File: src/hdl/wlpm_pkg.sv
// Shared types and constants of the window and layer priority multiplexer.
// Used by every RTL module and by the checker; depends on nothing.
package wlpm_pkg;

  localparam int unsigned APB_ADDR_W = 5;
  localparam int unsigned APB_DATA_W = 32;

  localparam logic [2:0] REG_WINDOW_FROM_RIGHT   = 3'd0;
  localparam logic [2:0] REG_WINDOW_COL_LIMIT    = 3'd1;
  localparam logic [2:0] REG_WINDOW_FROM_BOTTOM  = 3'd2;
  localparam logic [2:0] REG_WINDOW_ROW_LIMIT    = 3'd3;
  localparam logic [2:0] REG_SCREEN_WIDTH_TILES  = 3'd4;
  localparam logic [2:0] REG_SCREEN_HEIGHT_TILES = 3'd5;
  localparam logic [2:0] REG_BACKDROP_PALETTE    = 3'd6;
  localparam logic [2:0] REG_BACKDROP_ENTRY      = 3'd7;

  localparam logic [5:0] SCREEN_WIDTH_RESET  = 6'd40;
  localparam logic [4:0] SCREEN_HEIGHT_RESET = 5'd28;

  localparam logic [2:0] LAYER_BACKDROP = 3'd0;
  localparam logic [2:0] LAYER_PLANE_A  = 3'd1;
  localparam logic [2:0] LAYER_PLANE_B  = 3'd2;
  localparam logic [2:0] LAYER_SPRITE   = 3'd3;
  localparam logic [2:0] LAYER_WINDOW   = 3'd4;

  typedef struct packed {
    logic       window_from_right;
    logic [4:0] window_col_limit;
    logic       window_from_bottom;
    logic [4:0] window_row_limit;
    logic [5:0] screen_width_tiles;
    logic [4:0] screen_height_tiles;
    logic [1:0] backdrop_palette;
    logic [3:0] backdrop_entry;
  } cfg_t;

endpackage

File: src/hdl/wlpm_regs.sv
// Configuration register file of the window and layer priority multiplexer,
// written and read over the APB-style port. Depends on wlpm_pkg.
module wlpm_regs (
  input  logic                             clk,
  input  logic                             rst,
  input  logic                             psel,
  input  logic                             penable,
  input  logic                             pwrite,
  input  logic [wlpm_pkg::APB_ADDR_W-1:0]  paddr,
  input  logic [wlpm_pkg::APB_DATA_W-1:0]  pwdata,
  output logic [wlpm_pkg::APB_DATA_W-1:0]  prdata,
  output logic                             pready,
  output wlpm_pkg::cfg_t                   cfg
);

  logic [2:0] reg_index;
  logic       write_en;

  assign pready    = 1'b1;
  assign reg_index = paddr[4:2];
  assign write_en  = psel && penable && pwrite && pready;

  always_ff @(posedge clk) begin
    if (rst) begin
      cfg.window_from_right   <= 1'b0;
      cfg.window_col_limit    <= 5'd0;
      cfg.window_from_bottom  <= 1'b0;
      cfg.window_row_limit    <= 5'd0;
      cfg.screen_width_tiles  <= wlpm_pkg::SCREEN_WIDTH_RESET;
      cfg.screen_height_tiles <= wlpm_pkg::SCREEN_HEIGHT_RESET;
      cfg.backdrop_palette    <= 2'd0;
      cfg.backdrop_entry      <= 4'd0;
    end else if (write_en) begin
      case (reg_index)
        wlpm_pkg::REG_WINDOW_FROM_RIGHT:   cfg.window_from_right   <= pwdata[0];
        wlpm_pkg::REG_WINDOW_COL_LIMIT:    cfg.window_col_limit    <= pwdata[4:0];
        wlpm_pkg::REG_WINDOW_FROM_BOTTOM:  cfg.window_from_bottom  <= pwdata[0];
        wlpm_pkg::REG_WINDOW_ROW_LIMIT:    cfg.window_row_limit    <= pwdata[4:0];
        wlpm_pkg::REG_SCREEN_WIDTH_TILES:  cfg.screen_width_tiles  <= pwdata[5:0];
        wlpm_pkg::REG_SCREEN_HEIGHT_TILES: cfg.screen_height_tiles <= pwdata[4:0];
        wlpm_pkg::REG_BACKDROP_PALETTE:    cfg.backdrop_palette    <= pwdata[1:0];
        wlpm_pkg::REG_BACKDROP_ENTRY:      cfg.backdrop_entry      <= pwdata[3:0];
        default: ;
      endcase
    end
  end

  always_comb begin
    prdata = '0;
    case (reg_index)
      wlpm_pkg::REG_WINDOW_FROM_RIGHT:   prdata[0]   = cfg.window_from_right;
      wlpm_pkg::REG_WINDOW_COL_LIMIT:    prdata[4:0] = cfg.window_col_limit;
      wlpm_pkg::REG_WINDOW_FROM_BOTTOM:  prdata[0]   = cfg.window_from_bottom;
      wlpm_pkg::REG_WINDOW_ROW_LIMIT:    prdata[4:0] = cfg.window_row_limit;
      wlpm_pkg::REG_SCREEN_WIDTH_TILES:  prdata[5:0] = cfg.screen_width_tiles;
      wlpm_pkg::REG_SCREEN_HEIGHT_TILES: prdata[4:0] = cfg.screen_height_tiles;
      wlpm_pkg::REG_BACKDROP_PALETTE:    prdata[1:0] = cfg.backdrop_palette;
      wlpm_pkg::REG_BACKDROP_ENTRY:      prdata[3:0] = cfg.backdrop_entry;
      default: prdata = '0;
    endcase
  end

endmodule

File: src/hdl/wlpm_window.sv
// Window region test: decides whether the window covers a pixel from its
// tile column and row and the window registers. Depends on wlpm_pkg.
module wlpm_window (
  input  logic [8:0]     pixel_x,
  input  logic [7:0]     scan_line,
  input  wlpm_pkg::cfg_t cfg,
  output logic           covered
);

  logic [5:0] col;
  logic [4:0] row;
  logic [5:0] limit_cols;
  logic [5:0] col_start;
  logic [5:0] col_end_raw;
  logic [5:0] col_end;
  logic [4:0] row_start;
  logic [4:0] row_end;

  assign col        = pixel_x[8:3];
  assign row        = scan_line[7:3];
  assign limit_cols = {cfg.window_col_limit, 1'b0};

  always_comb begin
    col_start   = cfg.window_from_right ? limit_cols : 6'd0;
    col_end_raw = (cfg.window_from_right || (cfg.window_col_limit == 5'd0))
                  ? cfg.screen_width_tiles : limit_cols;
    col_end     = (col_end_raw > cfg.screen_width_tiles) ? cfg.screen_width_tiles
                                                         : col_end_raw;
    row_start   = cfg.window_from_bottom ? cfg.window_row_limit : 5'd0;
    row_end     = cfg.window_from_bottom ? cfg.screen_height_tiles : cfg.window_row_limit;
    covered     = (row >= row_start) && (row < row_end) &&
                  (col >= col_start) && (col < col_end);
  end

endmodule

File: src/hdl/wlpm_select.sv
// Layer priority resolution between sprite, plane A (or window) and plane B,
// with colour 0 transparent and the backdrop behind all. Depends on wlpm_pkg.
module wlpm_select (
  input  logic [6:0]     plane_a_pixel,
  input  logic [6:0]     plane_b_pixel,
  input  logic [5:0]     window_pixel,
  input  logic [6:0]     sprite_pixel,
  input  logic           covered,
  input  wlpm_pkg::cfg_t cfg,
  output logic [5:0]     color_ram_index,
  output logic [2:0]     source_layer
);

  logic [6:0] a;
  logic [2:0] a_layer;
  logic       a_clear;
  logic       b_clear;
  logic       s_clear;
  logic       a_high;
  logic       b_high;
  logic       s_high;

  always_comb begin
    a       = covered ? {1'b1, window_pixel} : plane_a_pixel;
    a_layer = covered ? wlpm_pkg::LAYER_WINDOW : wlpm_pkg::LAYER_PLANE_A;
    a_clear = (a[3:0] == 4'd0);
    b_clear = (plane_b_pixel[3:0] == 4'd0);
    s_clear = (sprite_pixel[3:0] == 4'd0);
    a_high  = a[6];
    b_high  = plane_b_pixel[6];
    s_high  = sprite_pixel[6];

    if (s_clear) begin
      if (a_clear) begin
        if (b_clear) begin
          color_ram_index = {cfg.backdrop_palette, cfg.backdrop_entry};
          source_layer    = wlpm_pkg::LAYER_BACKDROP;
        end else begin
          color_ram_index = plane_b_pixel[5:0];
          source_layer    = wlpm_pkg::LAYER_PLANE_B;
        end
      end else if (a_high) begin
        color_ram_index = a[5:0];
        source_layer    = a_layer;
      end else if (b_high && !b_clear) begin
        color_ram_index = plane_b_pixel[5:0];
        source_layer    = wlpm_pkg::LAYER_PLANE_B;
      end else begin
        color_ram_index = a[5:0];
        source_layer    = a_layer;
      end
    end else if (s_high) begin
      color_ram_index = sprite_pixel[5:0];
      source_layer    = wlpm_pkg::LAYER_SPRITE;
    end else if (a_high && !a_clear) begin
      color_ram_index = a[5:0];
      source_layer    = a_layer;
    end else if (b_high && !b_clear) begin
      color_ram_index = plane_b_pixel[5:0];
      source_layer    = wlpm_pkg::LAYER_PLANE_B;
    end else begin
      color_ram_index = sprite_pixel[5:0];
      source_layer    = wlpm_pkg::LAYER_SPRITE;
    end
  end

endmodule

File: src/hdl/window_and_layer_priority_mux_top.sv
// Top level of the window and layer priority multiplexer: input register,
// window test, priority select and result register. Depends on wlpm_pkg,
// wlpm_regs, wlpm_window and wlpm_select.
//
// Pixel items arrive on the s_axis channel and the chosen colour RAM index
// leaves on the m_axis channel, with the layer it came from in m_axis_tuser.
// The user is to set registers over the APB-style port while no item is in
// flight; the block does not enforce this. An accepted item is registered,
// resolved by the window test and priority select, and offered on m_axis from
// the result register. One item is taken per cycle unless the receiver stalls;
// the rate is set by one register stage on each side of the select logic.
// When the receiver stalls, the result register holds its item and the input
// register still takes one more item; only then is s_axis_tready lowered.
// Reset empties both stages and returns the registers to their reset values
// (screen width 40 tiles, height 28 rows, everything else zero).
module window_and_layer_priority_mux_top (
  input  logic                             clk,
  input  logic                             rst,
  input  logic                             psel,
  input  logic                             penable,
  input  logic                             pwrite,
  input  logic [wlpm_pkg::APB_ADDR_W-1:0]  paddr,
  input  logic [wlpm_pkg::APB_DATA_W-1:0]  pwdata,
  output logic [wlpm_pkg::APB_DATA_W-1:0]  prdata,
  output logic                             pready,
  input  logic                             s_axis_tvalid,
  output logic                             s_axis_tready,
  // pixel_x, scan_line, plane_a_pixel, plane_b_pixel, window_pixel, sprite_pixel
  input  logic [47:0]                      s_axis_tdata,
  output logic                             m_axis_tvalid,
  input  logic                             m_axis_tready,
  // color_ram_index
  output logic [7:0]                       m_axis_tdata,
  // source_layer
  output logic [2:0]                       m_axis_tuser
);

  wlpm_pkg::cfg_t cfg;

  logic       stage_valid;
  logic [8:0] pixel_x;
  logic [7:0] scan_line;
  logic [6:0] plane_a_pixel;
  logic [6:0] plane_b_pixel;
  logic [5:0] window_pixel;
  logic [6:0] sprite_pixel;

  logic       covered;
  logic [5:0] color_ram_index_next;
  logic [2:0] source_layer_next;

  logic       out_valid;
  logic [5:0] color_ram_index;
  logic [2:0] source_layer;

  logic       out_free;
  logic       stage_advance;

  assign out_free      = !out_valid || m_axis_tready;
  assign stage_advance = stage_valid && out_free;
  assign s_axis_tready = !stage_valid || stage_advance;

  wlpm_regs u_regs (
    .clk     (clk),
    .rst     (rst),
    .psel    (psel),
    .penable (penable),
    .pwrite  (pwrite),
    .paddr   (paddr),
    .pwdata  (pwdata),
    .prdata  (prdata),
    .pready  (pready),
    .cfg     (cfg)
  );

  always_ff @(posedge clk) begin
    if (rst) begin
      stage_valid <= 1'b0;
    end else if (s_axis_tready) begin
      stage_valid <= s_axis_tvalid;
    end
  end

  always_ff @(posedge clk) begin
    if (s_axis_tvalid && s_axis_tready) begin
      pixel_x       <= s_axis_tdata[8:0];
      scan_line     <= s_axis_tdata[16:9];
      plane_a_pixel <= s_axis_tdata[23:17];
      plane_b_pixel <= s_axis_tdata[30:24];
      window_pixel  <= s_axis_tdata[36:31];
      sprite_pixel  <= s_axis_tdata[43:37];
    end
  end

  wlpm_window u_window (
    .pixel_x   (pixel_x),
    .scan_line (scan_line),
    .cfg       (cfg),
    .covered   (covered)
  );

  wlpm_select u_select (
    .plane_a_pixel   (plane_a_pixel),
    .plane_b_pixel   (plane_b_pixel),
    .window_pixel    (window_pixel),
    .sprite_pixel    (sprite_pixel),
    .covered         (covered),
    .cfg             (cfg),
    .color_ram_index (color_ram_index_next),
    .source_layer    (source_layer_next)
  );

  always_ff @(posedge clk) begin
    if (rst) begin
      out_valid <= 1'b0;
    end else if (out_free) begin
      out_valid <= stage_valid;
    end
  end

  always_ff @(posedge clk) begin
    if (stage_advance) begin
      color_ram_index <= color_ram_index_next;
      source_layer    <= source_layer_next;
    end
  end

  assign m_axis_tvalid = out_valid;
  assign m_axis_tdata  = {2'b00, color_ram_index};
  assign m_axis_tuser  = source_layer;

endmodule

File: config.mk
export PLATFORM = sky130hd
export DESIGN_NAME = window_and_layer_priority_mux_top
export DESIGN_NICKNAME = d
export VERILOG_FILES = /design/src/hdl/wlpm_pkg.sv /design/src/hdl/wlpm_regs.sv /design/src/hdl/wlpm_window.sv /design/src/hdl/wlpm_select.sv /design/src/hdl/window_and_layer_priority_mux_top.sv
export SDC_FILE = /design/constraint.sdc
export NUM_CORES = 1
export LEC_CHECK = 0
export BUFFER_PORTS_ARGS = -buffer_cell sky130_fd_sc_hd__buf_2
export CELL_PAD_IN_SITES_DETAIL_PLACEMENT = 0
export CELL_PAD_IN_SITES_GLOBAL_PLACEMENT = 1
export CORE_MARGIN = 5
export CORE_UTILIZATION = 41
export DETAILED_ROUTE_END_ITERATION = 16
export PLACE_DENSITY_LB_ADDON = 0.2
export SYNTH_ARGS = -nofsm -noshare
export SYNTH_HDL_FRONTEND = slang
export SYNTH_HIERARCHICAL = 1
export SYNTH_SLANG_ARGS = --single-unit
File: constraint.sdc
create_clock -name clk -period 5.5 [get_ports clk]
set_input_delay 0 -clock clk [delete_from_list [all_inputs] [get_ports clk]]
set_output_delay 0 -clock clk [all_outputs]
set_load 0.05 [all_outputs]
==> metrics.yaml <==
startpoint: "u_regs/cfg[27]"
viasPerCell: 5.342
setup_tns_ns: 0
place_area_um2: 5100
fin_crit_ns: 5.180
min_path_type: "in -> reg"
worst-r2r-cell-count: 19
seq_power_share_pct: 44.6
maxCapViolCount: 0
crit_path_max_incr_delay_ns: 0.57
grt_max_degree: 41
worst_setup_path_end_kind: "register"
diodes: 0
antenna_found_initial: 0
drtPass1Iterations: 5
startpoint_type: "register"
grt_pass1_vias: 3903
p_comb_share_pct: 16.3
numPortBuffers: 70
power.switching_uw: 415.3
grt_pass1_wl_um: 20040
fp.dieW_um: 117.7
dieArea_um2: 13850
crit_type: "reg -> reg"
place_worst_setup_slack_ns: 0.2064
fin_total_pwr_uw: 1501
final_nets: 690
drive_above_1_share_pct: 22.28
drc_errors: 0
hold_start: "paddr[4]"
required_ns: 5.58
cts-htree-levels: 3
core-area_um2: 11370
path_delay_family: "simple AND/OR/NAND/NOR gates"
holdPathStages: 3
io_pins: 138
cts.sinks: 78
final_cells: 722
drv_slew: 0
powerDensity_nw_per_um2: 255.2
hold_violations: 0
numCtsBuffers: 9
slowest_stage: "or4_4"
p_int_uw: 1085
die_h_um: 117.7
worstSkewPairLatency_ns: 0.34
worstPathArrival_ns: 5.26
gp_congestion: 0.8514
area.growth.synth_to_final_pct: 23.71
grt_usage_pct: 17.95
wl_per_cell_um: 16.96
tritoncts: "yes"
max_slew.worst_pin.slew_ns: 0.7074
reg2reg_to: "m_axis_tuser[0]"
clk_pin_slew_ns: 0.06
status: "finished clean"
vdd_drop_max_v: 0.0001834
leakage_uw: 0.002393
holdPathEnd: "u_regs/cfg[5]"
cts_root_buf: "clkbuf_16"
setup_ws_ns: 0.3201
post-dp-hpwl_um: 8865
crit_chain: "or4_4 -> nor2_4 -> nor2_4 -> mux2_4 -> ha_1 -> and4_1 -> a32oi_1 -> a32o_2 -> mux2i_1 -> ha_1 -> a211oi_1 -> o21ai_0 -> nor4_1 -> and3_2 -> nand2b_1 -> or4_1 -> nand3_1 -> a21oi_1 -> o32a_1"
slew_headroom_pct: 52.84
fin_crit_sh_pct: 94.18
fin_worst_skew_ns: 0.008208
syn-cell-area_um2: 4755
antenna_left: 0
syn_avg_cell_area_um2: 10.36
dp.cells: 656
rsz0062_at_grt: "no"
drt_iter0_markers: 339
fmax_mhz: 193.1
rr_startpoint: "u_regs/cfg[27]"
wirelength_um: 12240
rows: 39
start_util_pct: 41.82
clockBufferDepth: 2
syn_inst: 459
worstPathMaxFanout: 6
grt_remaining_overflow: 0
yosysWarningCount: 6
vias: 3857
power_frac_clock_pct: 39.1
stdcell_area_um2: 5882
switching_share_pct: 27.67
r2r_slack_ns: 0.32
setup_viol: 0
worst-path-buf-inv: 0
power groups by stage:
stage               Clock (µW)  Sequential, µW  Combinational [µW]
floorplan                    0             688                 164
global placement             0             680                 215
detailed placement           0             681                 217
CTS                        602             669                 243
global route               624             673                 266
finish                     587             669                 245
sequential cells by signal (all words and copies together) (netlist names):
signal	flops
u_regs/cfg	29
plane_a_pixel	7
plane_b_pixel	7
sprite_pixel	7
color_ram_index	6
pixel_x	6
window_pixel	6
scan_line	5
m_axis_tuser	3
m_axis_tvalid	1
stage_valid	1
metrics by stage:
| step | utilization (%) | hold slack, ns |
|---|---|---|
| global placement | 44.86 | 0.1773 |
| finish | 51.73 | 0.1361 |
| detailed placement | 44.86 | 0.1781 |
| global route | 51.73 | 0.1335 |
| CTS | 51.52 | 0.1106 |
| floorplan | - | 0.06244 |
layer usage:
layer | up-vias | wire length [µm] | GRT usage [%]
met5 | - | 0 | 0
met1 | 1819 | 5589 | 24.19
met4 | 0 | 189 | 6.022
met3 | 15 | 792 | 4.373
li1 | 1898 | - | -
met2 | 125 | 5672 | 28.29
cell usage in the layout (no fill, tap or decap), types with 16 or more instances in the layout:
cell           instances
nor2_1                23
edfxtp_1              47
dlygate4sd3_1         47
a21oi_1               31
nand2_1               19
ha_1                  24
conb_1                29
nand3_1               17
o21ai_0               33
mux2i_1               22
dfxtp_1               31
nand2b_1              16
buf_2                 70
worst min-delay path, stage by stage:
cell     delay (ns)
buf_2          0.21
nand4_1        0.15
a21oi_1        0.06
how the worst max path moves through the flow:
stage,end,cells after the start
floorplan,m_axis_tuser[0],20
global placement,m_axis_tuser[0],19
detailed placement,m_axis_tuser[0],19
CTS,m_axis_tuser[0],19
global route,m_axis_tuser[0],19
finish,m_axis_tuser[0],19
cell type report:
cell class | count | area, µm²
fillers | 1025 | 5488
repair buffers | 131 | 925.9
well taps | 143 | 178.9
clock inverters | 7 | 62.56
clock buffers | 9 | 225.2
inverters | 13 | 48.80
flip-flops and latches | 78 | 2032
multi-input cells | 341 | 2409
what timing repair did:
action	in CTS	in global routing
gates resized for setup	0	1
hold endpoints to repair	59	0
setup buffers	0	3
hold buffers	47	0
endpoints found under the setup margin	0	7
No activity file was read; power rests on OpenSTA's default activity.
